==> config.mk <==
export PLATFORM = sky130hd
export DESIGN_NAME = moisture_ema_percent_mapper_core_flat
export DESIGN_NICKNAME = d
export VERILOG_FILES = /design/src/design/mep_pkg.sv /design/src/design/mep_if.sv /design/src/design/mep_serdiv.sv /design/src/design/moisture_ema_percent_mapper_core.sv /design/src/flat_wrapper.sv
export SDC_FILE = /design/constraint.sdc
export NUM_CORES = 1
export LEC_CHECK = 0
export BUFFER_PORTS_ARGS = -buffer_cell sky130_fd_sc_hd__buf_4
export CORE_MARGIN = 5
export CORE_UTILIZATION = 55
export DETAILED_ROUTE_END_ITERATION = 8
export GPL_ROUTABILITY_DRIVEN = 0
export PLACE_DENSITY = 0.73
export SETUP_SLACK_MARGIN = 0.15
export SYNTH_ARGS = -nofsm -noshare
export SYNTH_HDL_FRONTEND = slang
export SYNTH_SLANG_ARGS = --single-unit
export TNS_END_PERCENT = 10
==> constraint.sdc <==
create_clock -name i_clk -period 14.8 [get_ports i_clk]
set_clock_uncertainty 0.05 [all_clocks]
set_input_delay 3.7 -clock i_clk [delete_from_list [all_inputs] [get_ports i_clk]]
set_output_delay 3.7 -clock i_clk [all_outputs]
set_load 0.005 [all_outputs]
==> src/design/mep_pkg.sv <==
// ----------------------------------------------------------------------------
// mep_pkg
// Shared widths, reset values, register indexes, types and state encoding
// for the moisture average and percentage mapper.
// ----------------------------------------------------------------------------
`default_nettype none

package mep_pkg;

    // Converter sample width
    localparam int SAMPLE_BITS = 12;
    // Percentage field width (0..100)
    localparam int PCT_BITS    = 7;
    // Configuration register index width
    localparam int CFG_IDX_W   = 1;
    // 9*avg + sample stays below 10 * 2^SAMPLE_BITS
    localparam int AVG_NUM_W   = SAMPLE_BITS + 4;
    // (dry - clamped) * 100 stays below 2^(SAMPLE_BITS+7)
    localparam int PCT_NUM_W   = SAMPLE_BITS + 7;
    // Step counter of the serial divider
    localparam int STEP_W      = $clog2(SAMPLE_BITS + 1);

    typedef logic [SAMPLE_BITS-1:0] t_sample;
    typedef logic [PCT_BITS-1:0]    t_pct;
    typedef logic [STEP_W-1:0]      t_step;

    localparam t_sample DRY_RESET   = t_sample'(3400);
    localparam t_sample WET_RESET   = t_sample'(1200);
    localparam t_sample AVG_DIVISOR = t_sample'(10);
    localparam t_step   AVG_STEPS   = t_step'(SAMPLE_BITS);
    localparam t_step   PCT_STEPS   = t_step'(PCT_BITS);

    // Configuration register indexes
    typedef enum logic [CFG_IDX_W-1:0] {
        REG_DRY = 1'b0,
        REG_WET = 1'b1
    } t_cfg_idx;

    // Item sequencer states
    typedef enum logic [2:0] {
        ST_IDLE,
        ST_AVG,
        ST_CLAMP,
        ST_SCALE,
        ST_PCT,
        ST_DONE
    } t_state;

    // Request to the serial divider: the partial remainder starts at rem0
    // and the dividend bits still to bring down sit left-aligned in bits.
    typedef struct packed {
        logic    start;
        t_sample rem0;
        t_sample bits;
        t_step   steps;
        t_sample divisor;
    } t_div_req;

    // Divider response: done pulses once, quotient sits in the low bits
    typedef struct packed {
        logic    done;
        t_sample quot;
    } t_div_rsp;

endpackage

`default_nettype wire

==> src/design/mep_if.sv <==
// ----------------------------------------------------------------------------
// mep_if
// Valid/ready channels of the mapper: input samples, results and
// configuration writes.
// ----------------------------------------------------------------------------
`default_nettype none

interface mep_in_if;
    logic              valid;
    logic              ready;
    mep_pkg::t_sample  sample;

    modport source (output valid, output sample, input  ready);
    modport sink   (input  valid, input  sample, output ready);
endinterface

interface mep_out_if;
    logic              valid;
    logic              ready;
    mep_pkg::t_pct     percent;
    mep_pkg::t_sample  filtered;
    logic              bad_calibration;

    modport source (output valid, output percent, output filtered,
                    output bad_calibration, input ready);
    modport sink   (input  valid, input  percent, input  filtered,
                    input  bad_calibration, output ready);
endinterface

interface mep_cfg_if;
    logic                             valid;
    logic                             ready;
    logic [mep_pkg::CFG_IDX_W-1:0]    index;
    mep_pkg::t_sample                 data;

    modport source (output valid, output index, output data, input  ready);
    modport sink   (input  valid, input  index, input  data, output ready);
endinterface

`default_nettype wire

==> src/design/mep_serdiv.sv <==
// ----------------------------------------------------------------------------
// mep_serdiv
// Bit-serial restoring divider. Brings down one dividend bit per cycle,
// compares against the divisor and shifts one quotient bit in.
// ----------------------------------------------------------------------------
`default_nettype none

module mep_serdiv (
    input  wire logic              i_clk,
    input  wire logic              i_rst_n,
    input  wire mep_pkg::t_div_req i_req,
    output mep_pkg::t_div_rsp      o_rsp
);

    logic              r_busy;
    logic              r_done;
    mep_pkg::t_step    r_cnt;
    mep_pkg::t_sample  r_rem;
    mep_pkg::t_sample  r_sh;
    mep_pkg::t_sample  r_div;

    logic [mep_pkg::SAMPLE_BITS:0] w_trial;
    logic [mep_pkg::SAMPLE_BITS:0] w_diff;
    logic                          w_ge;

    // Bring down the next dividend bit and try the subtraction
    assign w_trial = {r_rem, r_sh[mep_pkg::SAMPLE_BITS-1]};
    assign w_diff  = w_trial - {1'b0, r_div};
    assign w_ge    = (w_trial >= {1'b0, r_div});

    // Control: busy for the requested number of steps, then one done pulse
    always_ff @(posedge i_clk) begin
        if (!i_rst_n) begin
            r_busy <= 1'b0;
            r_done <= 1'b0;
            r_cnt  <= '0;
        end else begin
            r_done <= r_busy && (r_cnt == mep_pkg::t_step'(1));
            if (i_req.start) begin
                r_busy <= 1'b1;
                r_cnt  <= i_req.steps;
            end else if (r_busy) begin
                r_cnt <= r_cnt - mep_pkg::t_step'(1);
                if (r_cnt == mep_pkg::t_step'(1)) begin
                    r_busy <= 1'b0;
                end
            end
        end
    end

    // Datapath: remainder and the shared dividend/quotient shift register
    always_ff @(posedge i_clk) begin
        if (i_req.start) begin
            r_rem <= i_req.rem0;
            r_sh  <= i_req.bits;
            r_div <= i_req.divisor;
        end else if (r_busy) begin
            r_rem <= w_ge ? w_diff[mep_pkg::SAMPLE_BITS-1:0]
                          : w_trial[mep_pkg::SAMPLE_BITS-1:0];
            r_sh  <= {r_sh[mep_pkg::SAMPLE_BITS-2:0], w_ge};
        end
    end

    assign o_rsp.done = r_done;
    assign o_rsp.quot = r_sh;

endmodule

`default_nettype wire

==> src/design/moisture_ema_percent_mapper_core.sv <==
// ----------------------------------------------------------------------------
// moisture_ema_percent_mapper_core
// Running average of moisture probe samples mapped to a 0..100 percentage
// between the wet and dry calibration points.
// ----------------------------------------------------------------------------
// Each accepted sample updates the running average (loaded directly when the
// stored average is zero, else (9*avg + sample)/10) and yields one result:
// the average, the percentage (dry - clamped)*100/(dry - wet) and a flag when
// dry is not above wet (percent then reads 0). One item is worked at a time;
// both divisions run on a single bit-serial divider, one quotient bit per
// cycle. The average division is skipped when the stored average is zero, and
// the percentage division is skipped when the calibration is bad. A finished
// result waits in an output register, so the next sample is taken while it
// is still unread.
// Configuration writes are always ready and must land only while idle.
`default_nettype none

module moisture_ema_percent_mapper_core (
    input  wire logic  i_clk,
    input  wire logic  i_rst_n,
    mep_cfg_if.sink    i_cfg,
    mep_in_if.sink     i_in,
    mep_out_if.source  o_out
);

    mep_pkg::t_state   r_state;
    mep_pkg::t_state   n_state;

    mep_pkg::t_sample  r_dry;
    mep_pkg::t_sample  r_wet;
    mep_pkg::t_sample  r_avg;
    mep_pkg::t_sample  r_diff;
    logic              r_bad;
    mep_pkg::t_pct     r_pct;

    logic              r_out_valid;
    mep_pkg::t_pct     r_out_pct;
    mep_pkg::t_sample  r_out_filt;
    logic              r_out_bad;

    mep_pkg::t_div_req w_req;
    mep_pkg::t_div_rsp w_rsp;

    logic                            w_in_beat;
    logic                            w_out_load;
    logic [mep_pkg::AVG_NUM_W-1:0]   w_avg_num;
    logic [mep_pkg::PCT_NUM_W-1:0]   w_pct_num;
    mep_pkg::t_sample                w_clamp_hi;
    mep_pkg::t_sample                w_clamp;
    logic                            w_bad_cal;

    assign w_in_beat = i_in.valid && i_in.ready;

    // 9*avg + sample as shift and add
    assign w_avg_num = ({4'b0, r_avg} << 3) + {4'b0, r_avg} + {4'b0, i_in.sample};

    // (dry - clamped) * 100 as 64 + 32 + 4
    assign w_pct_num = ({7'b0, r_diff} << 6) + ({7'b0, r_diff} << 5)
                     + ({7'b0, r_diff} << 2);

    // Clamp the average into [wet, dry]
    assign w_bad_cal  = (r_dry <= r_wet);
    assign w_clamp_hi = (r_avg > r_dry) ? r_dry : r_avg;
    assign w_clamp    = (w_clamp_hi < r_wet) ? r_wet : w_clamp_hi;

    mep_serdiv u_div (
        .i_clk   (i_clk),
        .i_rst_n (i_rst_n),
        .i_req   (w_req),
        .o_rsp   (w_rsp)
    );

    // State register
    always_ff @(posedge i_clk) begin
        if (!i_rst_n) begin
            r_state <= mep_pkg::ST_IDLE;
        end else begin
            r_state <= n_state;
        end
    end

    // Next state, divider requests and output load
    always_comb begin
        n_state     = r_state;
        w_out_load  = 1'b0;
        w_req.start   = 1'b0;
        w_req.rem0    = '0;
        w_req.bits    = '0;
        w_req.steps   = mep_pkg::AVG_STEPS;
        w_req.divisor = mep_pkg::AVG_DIVISOR;
        unique case (r_state)
            mep_pkg::ST_IDLE: begin
                w_req.rem0 = mep_pkg::t_sample'(w_avg_num[mep_pkg::AVG_NUM_W-1:
                                                          mep_pkg::SAMPLE_BITS]);
                w_req.bits = w_avg_num[mep_pkg::SAMPLE_BITS-1:0];
                if (w_in_beat) begin
                    if (r_avg == '0) begin
                        n_state = mep_pkg::ST_CLAMP;
                    end else begin
                        w_req.start = 1'b1;
                        n_state     = mep_pkg::ST_AVG;
                    end
                end
            end
            mep_pkg::ST_AVG: begin
                if (w_rsp.done) begin
                    n_state = mep_pkg::ST_CLAMP;
                end
            end
            mep_pkg::ST_CLAMP: begin
                n_state = w_bad_cal ? mep_pkg::ST_DONE : mep_pkg::ST_SCALE;
            end
            mep_pkg::ST_SCALE: begin
                w_req.start   = 1'b1;
                w_req.rem0    = w_pct_num[mep_pkg::PCT_NUM_W-1:mep_pkg::PCT_BITS];
                w_req.bits    = {w_pct_num[mep_pkg::PCT_BITS-1:0],
                                 {(mep_pkg::SAMPLE_BITS-mep_pkg::PCT_BITS){1'b0}}};
                w_req.steps   = mep_pkg::PCT_STEPS;
                w_req.divisor = r_dry - r_wet;
                n_state       = mep_pkg::ST_PCT;
            end
            mep_pkg::ST_PCT: begin
                if (w_rsp.done) begin
                    n_state = mep_pkg::ST_DONE;
                end
            end
            mep_pkg::ST_DONE: begin
                if (!r_out_valid || o_out.ready) begin
                    w_out_load = 1'b1;
                    n_state    = mep_pkg::ST_IDLE;
                end
            end
            default: begin
                n_state = mep_pkg::ST_IDLE;
            end
        endcase
    end

    // Configuration registers
    always_ff @(posedge i_clk) begin
        if (!i_rst_n) begin
            r_dry <= mep_pkg::DRY_RESET;
            r_wet <= mep_pkg::WET_RESET;
        end else if (i_cfg.valid && i_cfg.ready) begin
            unique case (mep_pkg::t_cfg_idx'(i_cfg.index))
                mep_pkg::REG_DRY: r_dry <= i_cfg.data;
                mep_pkg::REG_WET: r_wet <= i_cfg.data;
                default: ;
            endcase
        end
    end

    // Running average
    always_ff @(posedge i_clk) begin
        if (!i_rst_n) begin
            r_avg <= '0;
        end else if (r_state == mep_pkg::ST_IDLE && w_in_beat && r_avg == '0) begin
            r_avg <= i_in.sample;
        end else if (r_state == mep_pkg::ST_AVG && w_rsp.done) begin
            r_avg <= w_rsp.quot;
        end
    end

    // Clamped distance from the dry point, flag and percentage
    always_ff @(posedge i_clk) begin
        if (r_state == mep_pkg::ST_CLAMP) begin
            r_diff <= r_dry - w_clamp;
            r_bad  <= w_bad_cal;
            r_pct  <= '0;
        end else if (r_state == mep_pkg::ST_PCT && w_rsp.done) begin
            r_pct <= w_rsp.quot[mep_pkg::PCT_BITS-1:0];
        end
    end

    // Output register: hold the result beat until taken
    always_ff @(posedge i_clk) begin
        if (!i_rst_n) begin
            r_out_valid <= 1'b0;
        end else if (w_out_load) begin
            r_out_valid <= 1'b1;
        end else if (o_out.ready) begin
            r_out_valid <= 1'b0;
        end
    end

    always_ff @(posedge i_clk) begin
        if (w_out_load) begin
            r_out_pct  <= r_pct;
            r_out_filt <= r_avg;
            r_out_bad  <= r_bad;
        end
    end

    assign i_cfg.ready           = 1'b1;
    assign i_in.ready            = (r_state == mep_pkg::ST_IDLE);
    assign o_out.valid           = r_out_valid;
    assign o_out.percent         = r_out_pct;
    assign o_out.filtered        = r_out_filt;
    assign o_out.bad_calibration = r_out_bad;

endmodule

`default_nettype wire

==> src/flat_wrapper.sv <==
// flat-port wrapper written by rule: the top's interface ports become plain ports
module moisture_ema_percent_mapper_core_flat 
  (i_clk, i_rst_n, i_cfg_valid, i_cfg_index, i_cfg_data, i_cfg_ready, i_in_valid, i_in_sample, i_in_ready, o_out_valid, o_out_percent, o_out_filtered, o_out_bad_calibration, o_out_ready);
  mep_cfg_if i_cfg_i ();
  mep_in_if i_in_i ();
  mep_out_if o_out_i ();
  input  wire logic i_clk;
  input  wire logic i_rst_n;
  input wire logic [$bits(i_cfg_i.valid)-1:0] i_cfg_valid;
  input wire logic [$bits(i_cfg_i.index)-1:0] i_cfg_index;
  input wire logic [$bits(i_cfg_i.data)-1:0] i_cfg_data;
  output wire logic [$bits(i_cfg_i.ready)-1:0] i_cfg_ready;
  input wire logic [$bits(i_in_i.valid)-1:0] i_in_valid;
  input wire logic [$bits(i_in_i.sample)-1:0] i_in_sample;
  output wire logic [$bits(i_in_i.ready)-1:0] i_in_ready;
  output wire logic [$bits(o_out_i.valid)-1:0] o_out_valid;
  output wire logic [$bits(o_out_i.percent)-1:0] o_out_percent;
  output wire logic [$bits(o_out_i.filtered)-1:0] o_out_filtered;
  output wire logic [$bits(o_out_i.bad_calibration)-1:0] o_out_bad_calibration;
  input wire logic [$bits(o_out_i.ready)-1:0] o_out_ready;
  assign i_cfg_i.valid = i_cfg_valid;
  assign i_cfg_i.index = i_cfg_index;
  assign i_cfg_i.data = i_cfg_data;
  assign i_cfg_ready = i_cfg_i.ready;
  assign i_in_i.valid = i_in_valid;
  assign i_in_i.sample = i_in_sample;
  assign i_in_ready = i_in_i.ready;
  assign o_out_valid = o_out_i.valid;
  assign o_out_percent = o_out_i.percent;
  assign o_out_filtered = o_out_i.filtered;
  assign o_out_bad_calibration = o_out_i.bad_calibration;
  assign o_out_i.ready = o_out_ready;
  moisture_ema_percent_mapper_core u_core (.i_clk(i_clk), .i_rst_n(i_rst_n), .i_cfg(i_cfg_i), .i_in(i_in_i), .o_out(o_out_i));
endmodule
## After elaboration in Yosys (flattened, before gate mapping)

Cells that the tools add are included.

- Register bits after elaboration: 122
- Bits of input ports: 30
- Output and inout port bits: 23
- Logic and storage cells: 85

- $add $sub $neg: 8
- Magnitude comparators: 4
- Equal/unequal tests: 10
- Multiplexer cells: 29
- Bitwise logic cells: 1
- Reductions and logical operators: 16

Operators with widths:

| operator | number |
|---|---|
| two-way mux 12 bit | 9 |
| one-hot mux 25 bit (2 select lines) | 1 |
| subtractor 12 bit | 3 |
| adder 18 x 17 -> 19 bit | 1 |
| adder 19 x 14 -> 19 bit | 1 |
| one-hot mux 3 bit (6 select lines) | 1 |
| adder 15 x 12 -> 16 bit | 1 |
| adder 16 x 12 -> 16 bit | 1 |
| two-way mux 16 bit | 1 |
| two-way mux 3 bit | 5 |
| >= comparator 13 x 12 -> 1 bit | 1 |
| greater-than comparator 12 bit | 1 |
| less-or-equal comparator 12 bit | 1 |
| zero test 12 bit | 1 |
| < comparator 12 bit | 1 |
| two-way mux 1 bit | 9 |
| two-way mux 4 bit | 2 |
| equality test 3 x 2 -> 1 bit, second input constant | 2 |
| equality test 3 bit, second input constant | 2 |
| logical AND 1 bit | 6 |
| inequality test 2 bit, second input constant | 3 |
| nonzero test 2 bit | 3 |
| equality test 4 x 1 -> 1 bit, second input constant | 1 |
| AND reduction 2 bit | 2 |
| other kinds (9) | 9 |

## Logic depth before layout (Yosys ltp)

Gate-level depths: netlist of run 1.

- Depth in word-level cells: 5
- Mapped depth: 28
- Depth with buffers taken out: 27

## Hierarchy

Synthesis of run 1 repeated with hierarchy kept, for this count alone.

- Cell total of the unflattened synthesis: 903
- Area, all modules: 8769.7 µm²

Modules (own cells, without submodules):

| module | times used | cells each | area each (µm²) | seq. area each (µm²) |
|---|---|---|---|---|
| moisture_ema_percent_mapper_core | 1 | 695 | 6344.8 | 1931.9 |
| mep_serdiv | 1 | 208 | 2424.8 | 1201.2 |

## Worst setup path after synthesis of run 1

No wires, ideal clock.

- Path type: input to register
- Start: input i_in_sample[5]
- End: register u_core.u_div.r_rem[2] (data pin)
- Library setup time: 0.259 ns
- Arrival time: 5.976 ns
- Required time: 14.491 ns
- Path slack: 8.515 ns
- Stages: 10
- Buffers on the path: 0
- Path through: fa_1 > ha_1 > o21a_1 > o21a_1 > o21a_1 > a2111oi_2 > nor3_1 > a41oi_2 > mux2i_1 > a211o_1

- Word-level cells in the longest chain between the ends: 3

Ends and longest elaborated chain:

| what | line | RTL |
|---|---|---|
| start: declaration | flat_wrapper.sv:14 | `input wire logic [$bits(i_in_i.sample)-1:0] i_in_sample;` |
| adder 16 x 12 -> 16 bit | moisture_ema_percent_mapper_core.sv:55 | `assign w_avg_num = ({4'b0, r_avg} << 3) + {4'b0, r_avg} + {4'b0, i_in.sample};` |
| one-hot mux 25 bit (2 select lines) | moisture_ema_percent_mapper_core.sv:91 | `unique case (r_state)` |
| two-way mux 12 bit | mep_serdiv.sv:53 | `if (i_req.start) begin` |
| end signal: assignment | mep_serdiv.sv:54 | `r_rem <= i_req.rem0;` |
| end signal: assignment | mep_serdiv.sv:58 | `r_rem <= w_ge ? w_diff[mep_pkg::SAMPLE_BITS-1:0]` |
| end: declaration | mep_serdiv.sv:18 | `mep_pkg::t_sample r_rem;` |

No other way between the ends.
A chain may end at the register's enable or synchronous reset.

## Worst setup path in the final report of run 1

- Start: register u_core.r_avg[5]
- End: register u_core.r_diff[11] (data pin)

- Word-level cells in the longest chain between the ends: 5

Ends and longest elaborated chain:

| what | line | RTL |
|---|---|---|
| start: declaration | moisture_ema_percent_mapper_core.sv:31 | `mep_pkg::t_sample r_avg;` |
| start signal: assignment | moisture_ema_percent_mapper_core.sv:158 | `r_avg <= i_in.sample;` |
| start signal: assignment | moisture_ema_percent_mapper_core.sv:160 | `r_avg <= w_rsp.quot;` |
| greater-than comparator 12 bit | moisture_ema_percent_mapper_core.sv:63 | `assign w_clamp_hi = (r_avg > r_dry) ? r_dry : r_avg;` |
| two-way mux 12 bit (*) | moisture_ema_percent_mapper_core.sv:63 |  |
| < comparator 12 bit | moisture_ema_percent_mapper_core.sv:64 | `assign w_clamp = (w_clamp_hi < r_wet) ? r_wet : w_clamp_hi;` |
| two-way mux 12 bit (*) | moisture_ema_percent_mapper_core.sv:64 |  |
| subtractor 12 bit (*) | moisture_ema_percent_mapper_core.sv:167 | `r_diff <= r_dry - w_clamp;` |
| end signal: assignment | moisture_ema_percent_mapper_core.sv:167 |  |
| end: declaration | moisture_ema_percent_mapper_core.sv:32 | `mep_pkg::t_sample r_diff;` |

Every way passes the cells marked *; elsewhere a longest branch is shown, timed or not.

==> results of run 1 <==
area by class of cell:
class                   count  area share (%)
multi-input cells         684            52.8
clock inverters            15            1.54
inverters                  66            2.52
well taps                 216            2.75
repair buffers             56            4.27
flip-flops and latches    122            31.8
clock buffers              17            4.32
routing by layer:
metal  part of all wire, %  global-route usage, %  vias to the layer above  wire length, um
met4                   2.8                   8.51                        0              580
met1                    44                   29.3                     3301             9020
met5                     0                      0                        -                0
li1                      -                      -                     3367                -
met2                    49                   40.2                      174            10200
met3                   4.4                   4.98                       50              911
registers in the layout, indices dropped and copies added (netlist names):
register / count
u_core.r_avg: 12
u_core.o_out.valid: 1
u_core.r_bad: 1
u_core.u_div.r_sh: 12
u_core.r_wet: 12
u_core.o_out.bad_calibration: 1
u_core.r_state: 3
u_core.u_div.r_done: 1
u_core.u_div.r_div: 12
u_core.u_div.r_rem: 12
u_core.u_div.r_cnt: 4
u_core.o_out.percent: 7
u_core.r_pct: 7
u_core.u_div.r_busy: 1
u_core.o_out.filtered: 12
u_core.r_diff: 12
u_core.r_dry: 12
metrics by stage:
step / instance area (um^2) / std cells / total power (W)
after floorplan: 8700 / 902 / 0.00156
after global placement: 9270 / 1144 / 0.00181
after detailed placement: 9270 / 1144 / 0.00184
after CTS: 9840 / 1176 / 0.00225
after global routing: 9840 / 1176 / 0.00243
final: 9840 / 1176 / 0.00225
cell usage after synthesis (10+ instances only):
| library cell | instances | share of area [%] |
|---|---|---|
| mux2i_1 | 32 | 3.7 |
| ha_1 | 92 | 13 |
| o21ai_0 | 32 | 1.8 |
| clkbuf_1 | 23 | 0.99 |
| dfxtp_1 | 53 | 12 |
| nor2_1 | 39 | 1.7 |
| o21a_1 | 13 | 1.1 |
| or3_1 | 12 | 0.86 |
| nand3_1 | 20 | 1.2 |
| fa_1 | 22 | 5.1 |
| a21o_1 | 10 | 0.86 |
| nand4_1 | 11 | 0.79 |
| nor3_1 | 33 | 1.9 |
| nor2b_1 | 15 | 1.1 |
| xor2_1 | 15 | 1.5 |
| nand2_1 | 95 | 4.1 |
| xnor2_1 | 24 | 2.4 |
| o211ai_1 | 17 | 1.5 |
| edfxtp_1 | 69 | 24 |
| mux2_2 | 12 | 1.6 |
| a21oi_1 | 45 | 2.6 |
| inv_1 | 65 | 2.8 |
| a22oi_1 | 10 | 0.86 |
| a21boi_0 | 34 | 2.9 |
| nand2b_1 | 13 | 0.94 |
kinds of logic after synthesis:
family	after synthesis
muxes	46
AOI/OAI and AO/OA	220
and+or+nand+nor	264
other	1
xor gates and xnor gates	39
buffers and inverters	96
DFF	122
adders and majority gates	114
final timing paths:
check | start | end | slack, ns | depth (start not counted)
min | u_core.r_bad | u_core.o_out.bad_calibration | 0.39 | 0
min reg2reg | u_core.r_bad | u_core.o_out.bad_calibration | 0.39 | 0
max | u_core.r_avg[5] | u_core.r_diff[11] | 7.85 | 22
max reg2reg | u_core.r_avg[5] | u_core.r_diff[11] | 7.85 | 22
power groups by stage:
stage                     Sequential [W]  Combinational [W]  Clock [W]
final                           0.000634            0.00121   0.000402
after global routing            0.000646            0.00135   0.000426
after CTS                       0.000633            0.00121   0.000406
after detailed placement        0.000639            0.00120          0
after global placement          0.000638            0.00117          0
after floorplan                 0.000588           0.000973          0
==> out/qor.csv, run 1 <==
stage;metric;value;unit
power;power.leakage;4.07;nW
global_routing;antenna_found_initial;0;
detailed_routing;dr.first_iter.drc_count;352;
clocking;post_cts_buffers;0;
power;powerDensity;228;nW/um^2
timing;fin_crit_sh;47.0;%
synth;synth-compound-area-share;17.3;%
flow_run;cap_violations;0;
synth;synth_cell_types;62;
synth;synth-edff-count;69;
synth;synth_flop_cell;edfxtp_1;
floorplanning;core.rowCount;46;
synth;synthSimpleGateAreaFrac;14.5;%
synth;yosys-mux-area-fraction;5.50;%
synth;ys_seq_area_share;36.0;%
critical_path;critical-path-top-delay-family;compound AO/OA/AOI/OAI gates;
detailed_routing;first_pass_iters;8;
clocking;cts_buffers;17;
timing;finalHoldViolCount;0;
global_routing;grt_pass1_vias;6773;
power;p_int;0.00127;W
timing;worst_slack;7.85;ns
floorplanning;die_area;18400;um^2
floorplanning;ios;53;
clocking;clock_latency;0.43;ns
final_layout;final-seq-area;3130;um^2
hold_path;hp-class;reg2reg;
synth;syn-mean-instance-area;9.64;um^2
final_layout;mostFrequentLayoutCells;nand2_1, ha_1, edfxtp_1;
global_routing;grt_usage;23.5;%
detailed_routing;viasPerCell;5.86;
clocking;cts-hold-fix-buffers;0;
power;pwr-share-clk;17.9;%
clocking;cts_tree;yes;
critical_path;critical_path_class;reg2reg;
timing;rsz0062_at_grt;no;
final_layout;drive_above_1_share;12.4;%
synth;ys_ff_latch;122;
critical_path;crit_buf_inv;0;
synth;syn_inst;902;
clocking;clockBufferDepth;2;
clocking;path_clk_slew;0.07;ns
timing;max_slew_margin;20.2;%
critical_path;endpoint_kind;flip-flop;
critical_path;crit_top_cell;ha_1;
critical_path;critPathLaunchType;flip-flop;
global_routing;grt_max_degree;47;
detailed_routing;wl_per_cell;17.6;um
timing;post-route-min-period;6.95;ns
outcome;status;complete, no violations;
critical_path;max_stage_delay;0.73;ns
synth;synthesis.nets;1046;
synth;synth_fa_ha_area_share;18.3;%
floorplanning;core;15700;um^2
floorplanning;die_h;136;um
clocking;cts-resized-gates;0;
detailed_routing;vias;6892;
timing;hold_slack;0.388;ns
synth;synth_xor_area_share;3.93;%
placed_design;dp_slack;7.97;ns
critical_path;crit_chain;ha_1 -> a21oi_1 -> o21ai_1 -> a221o_1 -> o21ai_1 -> mux2_2 -> ha_1 -> a21o_1 -> a21o_1 -> a21oi_1 -> o211ai_1 -> a41oi_2 -> mux2i_1 -> ha_1 -> nor2b_1 -> o21a_1 -> o21a_1 -> o211ai_1 -> a31oi_1 -> or3_1 -> a41oi_1 -> nor2_1;
timing;finalSetupViolations;0;
final_layout;multiInputGateArea;5190;um^2
placed_design;port_buffers;51;
final_layout;nets;1091;
detailed_routing;drt-total-wl;20700;um
power;pwr-share-comb;53.9;%
detailed_routing;ant_nets;0;
critical_path;critPathArrivalTime;7.08;ns
power;switchingPower;0.000973;W
clocking;htree_levels;4;
critical_path;cp_slowest_cell;a41oi_2;
final_layout;syn_to_final_growth;13.2;%
global_routing;grt_overflow_total;0;
clocking;cts_num_sinks;122;
power;switching_share;43.3;%
synth;yosysWarnings;0;
final_layout;diodes;0;
synth;netlist_area;8700;um^2
power;peakVddDrop;0.104;mV
final_layout;mostFrequentLayoutCell;nand2_1;
placed_design;dp_hpwl;15900;um
timing;fmax;0.144;GHz
power;pwr-share-seq;28.2;%
detailed_routing;drcViolationCount;0;
critical_path;critPathRequiredTime;14.93;ns
global_routing;grt_pass1_wl;34000;um
synth;synth-async-reset-ratio;0;%
final_layout;fill_cells;1309;
floorplanning;die-width;136;um
timing;setup-tns-final;0;ns
floorplanning;start_util;55.4;%
final_layout;final_util;62.6;%
timing;worstMarginPinSlew;1.19;ns
clocking;root_buffer;clkbuf_16;
synth;synth_top_family_by_area;adder cells;
critical_path;crit_fanout;14;
timing;maxSlewViolCount;0;
No activity file was read; power rests on OpenSTA's default activity.
==> run 2, diff against run 1 <==
--- a/config.mk
+++ b/config.mk
@@ -10,7 +10,7 @@
 export CORE_UTILIZATION = 55
 export DETAILED_ROUTE_END_ITERATION = 8
 export GPL_ROUTABILITY_DRIVEN = 0
-export PLACE_DENSITY = 0.73
+export PLACE_DENSITY = 0.76
 export SETUP_SLACK_MARGIN = 0.15
 export SYNTH_ARGS = -nofsm -noshare
 export SYNTH_HDL_FRONTEND = slang
==> constraint.sdc (replaced) <==
create_clock -name i_clk -period 6.33 [get_ports i_clk]
set_clock_uncertainty 0.05 [all_clocks]
set_input_delay 1.5825 -clock i_clk [delete_from_list [all_inputs] [get_ports i_clk]]
set_output_delay 1.5825 -clock i_clk [all_outputs]
set_load 0.005 [all_outputs]
==> run 2 against run 1 <==
  * Clock-buffer cell count stayed put
  * Power is 140% higher
  * Clock power grew to 2.6 times the previous value
  * Worst setup slack worse by 7.5 ns
  * Sequential power is 120% higher
  * Register-to-register slack worse by 7.5 ns
  * Die area stayed put
  * Non-clock buffer count is 20 higher
  * Critical path type unchanged
  * Largest power group unchanged
==> out/qor.csv, run 2 (same netlist as run 1, synthesis figures left out) <==
stage;metric;value;unit;change
outcome;status;complete, no violations;;
detailed_routing;vias;6985;;+1.3%
detailed_routing;viasPerCell;5.84;;-0.35%
critical_path;reg2reg_depth;24;;+9.1%
timing;maxSlewViolCount;0;;unchanged
timing;worst_slack;0.374;ns;-7.48 ns
critical_path;critical_path_class;reg2reg;;
hold_path;hp-class;reg2reg;;
final_layout;final_util;64.0;%;+1.4 points
detailed_routing;drcViolationCount;0;;unchanged
critical_path;r2r_start;u_core.r_dry[5];;
flow_run;cap_violations;0;;unchanged
timing;worstMarginPinSlew;1.16;ns;-0.0302 ns
final_layout;mostFrequentLayoutCell;nand2_1;;
global_routing;grt_pass1_vias;6631;;-2.1%
timing;setup-tns-final;0;ns;unchanged
critical_path;crit_top_cell;ha_1;;
floorplanning;ios;53;;unchanged
floorplanning;die_area;18400;um^2;unchanged
power;power.leakage;4.20;nW;+3.1%
floorplanning;core.rowCount;46;;unchanged
global_routing;grt_usage;24.0;%;+0.55 points
timing;post-route-min-period;5.96;ns;-0.993 ns
timing;finalHoldViolCount;0;;unchanged
final_layout;drive_above_1_share;14.6;%;+2.2 points
timing;max_slew_margin;22.2;%;+2.0 points
clocking;path_clk_slew;0.06;ns;about the same
global_routing;grt_max_degree;47;;unchanged
critical_path;crit_buf_inv;3;;+3
floorplanning;start_util;55.4;%;unchanged
timing;finalSetupViolations;0;;unchanged
clocking;htree_levels;4;;unchanged
global_routing;grt_overflow_total;0;;unchanged
global_routing;antenna_found_initial;0;;unchanged
critical_path;endpoint_kind;flip-flop;;
critical_path;critPathRequiredTime;6.45;ns;-8.48 ns
timing;rsz0062_at_grt;no;;
final_layout;mostFrequentLayoutCells;nand2_1, ha_1, buf_4;;
critical_path;rr_endpoint;u_core.r_diff[11];;
critical_path;critical-path-top-delay-family;compound AO/OA/AOI/OAI gates;;
power;power;0.00544;W;+140%
placed_design;dp_slack;0.268;ns;-7.70 ns
floorplanning;core;15700;um^2;unchanged
final_layout;syn_to_final_growth;15.7;%;
critical_path;critPathLaunchType;flip-flop;;
detailed_routing;drt-total-wl;21300;um;+3.0%
clocking;clock_latency;0.43;ns;about the same
hold_path;holdCritStartpoint;u_core.r_bad;;
critical_path;cp_slowest_cell;dfxtp_1;;
final_layout;nets;1111;;+1.8%
clocking;cts-hold-fix-buffers;0;;unchanged
critical_path;ff2ff_setup_slack;0.37;ns;-7.48 ns
global_routing;grt_pass1_wl;34500;um;+1.6%
hold_path;hold_end;u_core.o_out.bad_calibration;;
critical_path;crit_chain;inv_1 -> ha_1 -> a21oi_1 -> o21ai_1 -> a221o_1 -> o21ai_4 -> buf_4 -> mux2_2 -> ha_1 -> nand4_1 -> nor2_1 -> a21oi_1 -> o211ai_1 -> a41oi_2 -> buf_6 -> mux2i_1 -> ha_1 -> o21a_1 -> o21a_1 -> o211ai_1 -> a31oi_1 -> or3_1 -> a41oi_1 -> nor2_1;;
clocking;clockBufferDepth;2;;unchanged
clocking;cts_num_sinks;122;;unchanged
critical_path;critPathArrivalTime;6.08;ns;-1.00 ns
detailed_routing;dr.first_iter.drc_count;564;;+60%
critical_path;crit_fanout;11;;-3
floorplanning;die_h;136;um;unchanged
detailed_routing;wl_per_cell;17.8;um;+1.3%
detailed_routing;ant_nets;0;;unchanged
detailed_routing;first_pass_iters;5;;-3
clocking;cts_buffers;17;;unchanged
final_layout;diodes;0;;unchanged
power;peakVddDrop;0.251;mV;+140%
critical_path;max_stage_delay;0.43;ns;-0.30 ns
hold_path;whs_path_depth;0;;unchanged
power;powerDensity;541;nW/um^2;+140%
clocking;cts_tree;yes;;
placed_design;port_buffers;51;;unchanged
placed_design;dp_hpwl;16300;um;+2.3%
timing;fmax;0.168;GHz;+17%
timing;fin_crit_sh;94.1;%;+47 points
floorplanning;die-width;136;um;unchanged
clocking;root_buffer;clkbuf_16;;
[run 2: cell types whose count changed in the layout (fill, tap and decap cells not counted), sizes merged]
cell | previous run | this run
buf | 56 | 76
clkinv | 3 | 1
bufinv | 0 | 2
inv | 76 | 77
clkinvlp | 2 | 1
[run 2: worst max-delay path by stage]
stage | slack (ns) | end | startpoint | depth (start not counted)
6_report | 0.37 | u_core.r_diff[11] | u_core.r_dry[5] | 24
3_3_place_gp | 0.46 | u_core.r_diff[11] | u_core.r_dry[11] | 24
3_5_place_dp | 0.27 | u_core.r_diff[11] | u_core.r_dry[11] | 24
4_1_cts | 0.21 | u_core.r_diff[11] | u_core.r_dry[11] | 24
5_1_grt | 0.12 | u_core.r_diff[11] | u_core.r_dry[7] | 24
2_1_floorplan | 0.75 | u_core.r_diff[10] | u_core.r_dry[11] | 28
[run 2: final cells by class]
type | instances | area (um^2)
clock buffer | 17 | 425
timing repair buffer | 76 | 574
sequential | 122 | 3130
inverter | 66 | 248
clock inverter | 15 | 195
fill | 1272 | 5650
tap | 216 | 270
multi-input combinational | 684 | 5210
[run 2: metal layers]
metal  up-vias  global-route usage (%)  wire (um)
li1       3408                       -          -
met1      3315                    31.0       9190
met2       220                    40.0      10200
met3        42                    5.91       1460
met4         0                    7.45        520
met5         -                       0          0
[run 2: metrics by stage]
step / cell area, um^2 / cells / hold slack, ns
2_1_floorplan: 8700 / 902 / 0.350
3_3_place_gp: 9390 / 1161 / 0.357
3_5_place_dp: 9390 / 1161 / 0.376
4_1_cts: 10000 / 1193 / 0.389
5_1_grt: 10100 / 1196 / 0.394
6_report: 10100 / 1196 / 0.384
[run 2: timing repair]
action                                  in CTS  in global routing
resized for setup                            0                  6
endpoints found under the setup margin       0                  3
setup buffers                                0                  3
[run 2: worst register-to-register path, cell delays in order, from the launching register on]
cell      delay, ns
dfxtp_1        0.43
inv_1          0.08
ha_1           0.31
a21oi_1        0.16
o21ai_1        0.08
a221o_1        0.42
o21ai_4        0.25
buf_4          0.20
mux2_2         0.39
ha_1           0.30
nand4_1        0.11
nor2_1         0.09
a21oi_1        0.14
o211ai_1       0.12
a41oi_2        0.33
buf_6          0.23
mux2i_1        0.22
ha_1           0.29
o21a_1         0.14
o21a_1         0.22
o211ai_1       0.27
a31oi_1        0.20
or3_1          0.38
a41oi_1        0.23
nor2_1         0.07
[run 2: report_power, final]
part	switching, W	internal [W]
combinational	0.00171	0.00129
sequential	0.000181	0.00123
clock	0.000422	0.000605
total	0.00232	0.00312
==> run 3, diff against run 2 <==
--- a/config.mk
+++ b/config.mk
@@ -10,8 +10,9 @@
 export CORE_UTILIZATION = 55
 export DETAILED_ROUTE_END_ITERATION = 8
 export GPL_ROUTABILITY_DRIVEN = 0
-export PLACE_DENSITY = 0.76
+export PLACE_DENSITY = 0.73
 export SETUP_SLACK_MARGIN = 0.15
+export SLEW_MARGIN = 10
 export SYNTH_ARGS = -nofsm -noshare
 export SYNTH_HDL_FRONTEND = slang
 export SYNTH_SLANG_ARGS = --single-unit
==> constraint.sdc (replaced) <==
create_clock -name i_clk -period 7.3 [get_ports i_clk]
set_clock_uncertainty 0.05 [all_clocks]
set_input_delay 1.825 -clock i_clk [delete_from_list [all_inputs] [get_ports i_clk]]
set_output_delay 1.825 -clock i_clk [all_outputs]
set_load 0.005 [all_outputs]
==> run 3 against run 2 <==
  * Fmax fell by 9.4%
  * Combinational power fell by 17%
  * Non-clock buffer count fell by 15
  * Cell count fell by 1.3%
  * Sequential share of layout area rose by 0.48 points
==> out/qor.csv, run 3 (same netlist as run 1, synthesis figures left out) <==
stage;metric;value;unit;change
timing;post-route-min-period;6.58;ns;+0.619 ns
critical_path;rr_endpoint;u_core.r_diff[11];;
global_routing;grt_pass1_vias;6656;;+0.38%
power;power.leakage;4.11;nW;-2.1%
clocking;clockBufferDepth;2;;unchanged
critical_path;critPathArrivalTime;6.70;ns;+0.62 ns
final_layout;drive_above_1_share;12.8;%;-1.7 points
final_layout;diodes;0;;unchanged
critical_path;startpoint;u_core.r_dry[7];;
floorplanning;core;15700;um^2;unchanged
timing;worstMarginPinSlew;1.16;ns;-0.00815 ns
timing;finalHoldViolCount;0;;unchanged
timing;max_slew_margin;22.6;%;+0.42 points
critical_path;endpoint_kind;flip-flop;;
critical_path;crit_top_cell;ha_1;;
critical_path;reg2reg_depth;24;;unchanged
detailed_routing;viasPerCell;5.77;;-1.1%
hold_path;hp-class;reg2reg;;
clocking;cts_num_sinks;122;;unchanged
critical_path;critPathRequiredTime;7.43;ns;+0.98 ns
clocking;root_buffer;clkbuf_16;;
clocking;cts_tree;yes;;
timing;fmax;0.152;GHz;-9.4%
power;peakVddDrop;0.235;mV;-6.4%
placed_design;dpl-instance-area;9300;um^2;-0.96%
placed_design;port_buffers;51;;unchanged
placed_design;dp_hpwl;15900;um;-2.1%
timing;maxSlewViolCount;0;;unchanged
critical_path;crit_fanout;10;;-1
clocking;htree_levels;4;;unchanged
detailed_routing;vias;6819;;-2.4%
global_routing;grt_pass1_wl;33700;um;-2.3%
floorplanning;die_h;136;um;unchanged
clocking;cts-resized-gates;0;;unchanged
final_layout;final_util;63.0;%;-0.99 points
timing;setup-tns-final;0;ns;unchanged
final_layout;nets;1096;;-1.4%
timing;fin_crit_sh;90.1;%;-4.0 points
global_routing;grt_overflow_total;0;;unchanged
critical_path;critical_path_class;reg2reg;;
floorplanning;start_util;55.4;%;unchanged
final_layout;mostFrequentLayoutCell;nand2_1;;
floorplanning;die-width;136;um;unchanged
global_routing;grt_usage;23.5;%;-0.56 points
outcome;status;complete, no violations;;
critical_path;crit_chain;inv_1 -> ha_1 -> a21oi_1 -> o21ai_1 -> a221o_1 -> o21ai_1 -> buf_4 -> mux2_2 -> ha_1 -> nand4_1 -> nor2_1 -> a21oi_1 -> o211ai_1 -> a41oi_2 -> mux2i_1 -> ha_1 -> nor2b_1 -> o21a_1 -> o21a_1 -> o211ai_1 -> a31oi_1 -> or3_1 -> a41oi_1 -> nor2_1;;
timing;hold_slack;0.375;ns;-0.00862 ns
clocking;cts_buffers;17;;unchanged
critical_path;ff2ff_setup_slack;0.72;ns;+0.35 ns
floorplanning;core.rowCount;46;;unchanged
timing;finalSetupViolations;0;;unchanged
critical_path;crit_path_end;u_core.r_diff[11];;
flow_run;cap_violations;0;;unchanged
final_layout;syn_to_final_growth;13.9;%;
global_routing;grt_max_degree;47;;unchanged
global_routing;antenna_found_initial;0;;unchanged
floorplanning;die_area;18400;um^2;unchanged
detailed_routing;drt-total-wl;20800;um;-2.8%
detailed_routing;first_pass_iters;5;;unchanged
clocking;clock_latency;0.43;ns;about the same
clocking;path_clk_slew;0.06;ns;about the same
clocking;post_cts_buffers;0;;unchanged
critical_path;r2r_start;u_core.r_dry[7];;
detailed_routing;ant_nets;0;;unchanged
critical_path;critPathLaunchType;flip-flop;;
clocking;cts-hold-fix-buffers;0;;unchanged
critical_path;max_stage_delay;0.55;ns;+0.12 ns
floorplanning;ios;53;;unchanged
final_layout;mostFrequentLayoutCells;nand2_1, ha_1, edfxtp_1;;
critical_path;cp_slowest_cell;a41oi_2;;
final_layout;final_area;9900;um^2;-1.5%
detailed_routing;dr.first_iter.drc_count;378;;-33%
detailed_routing;wl_per_cell;17.6;um;-1.6%
power;powerDensity;467;nW/um^2;-14%
timing;rsz0062_at_grt;no;;
final_layout;fill_cells;1319;;+3.7%
detailed_routing;drcViolationCount;0;;unchanged
run 3: routing by layer:
layer / GRT usage (%) / part of all wire, % / up-vias
met2: 38.7 / 47 / 188
met5: 0 / 0 / -
met3: 5.35 / 5.2 / 43
met1: 29.7 / 45 / 3208
li1: - / - / 3380
met4: 9.97 / 2.7 / 0
run 3: worst max-delay path, delay by kind of cell, from the launching register on:
family,cells,cell delay (ns)
simple gates,5,0.76
mux,2,0.75
compound gates,12,3.07
buf+inv,2,0.33
flops,1,0.46
fa+ha+maj,3,0.89
run 3: worst min-delay path by stage:
stage | endpoint | cells after the start | startpoint
floorplan | u_core.o_out.bad_calibration | 0 | u_core.r_bad
global placement | u_core.o_out.bad_calibration | 0 | u_core.r_bad
detailed placement | u_core.o_out.bad_calibration | 0 | u_core.r_bad
CTS | u_core.o_out.bad_calibration | 0 | u_core.r_bad
global route | u_core.o_out.bad_calibration | 0 | u_core.r_bad
finish | u_core.o_out.bad_calibration | 0 | u_core.r_bad
run 3: cell type report:
class	count	area, um^2	area share, %
Multi-Input combinational cell	684	5190	52.4
Sequential cell	122	3130	31.6
Timing Repair Buffer	61	458	4.62
Clock buffer	18	450	4.55
Tap cell	216	270	2.73
Inverter	66	248	2.50
Clock inverter	14	151	1.53
run 3: metrics by stage:
| step | cells | worst slack, ns | total power [W] |
|---|---|---|---|
| after floorplan | 902 | 1.72 | 0.00317 |
| after global placement | 1149 | 1.05 | 0.00370 |
| after detailed placement | 1149 | 0.848 | 0.00374 |
| after CTS | 1181 | 0.808 | 0.00461 |
| after global routing | 1181 | 0.308 | 0.00499 |
| final | 1181 | 0.725 | 0.00463 |
run 3: report_power, final:
part	internal [W]	leakage, nW	switching, W	total (W)
sequential	0.00106	1.08	0.000206	0.00127
clock	0.000503	0.291	0.000355	0.000857
combinational	0.00108	2.73	0.00142	0.00250
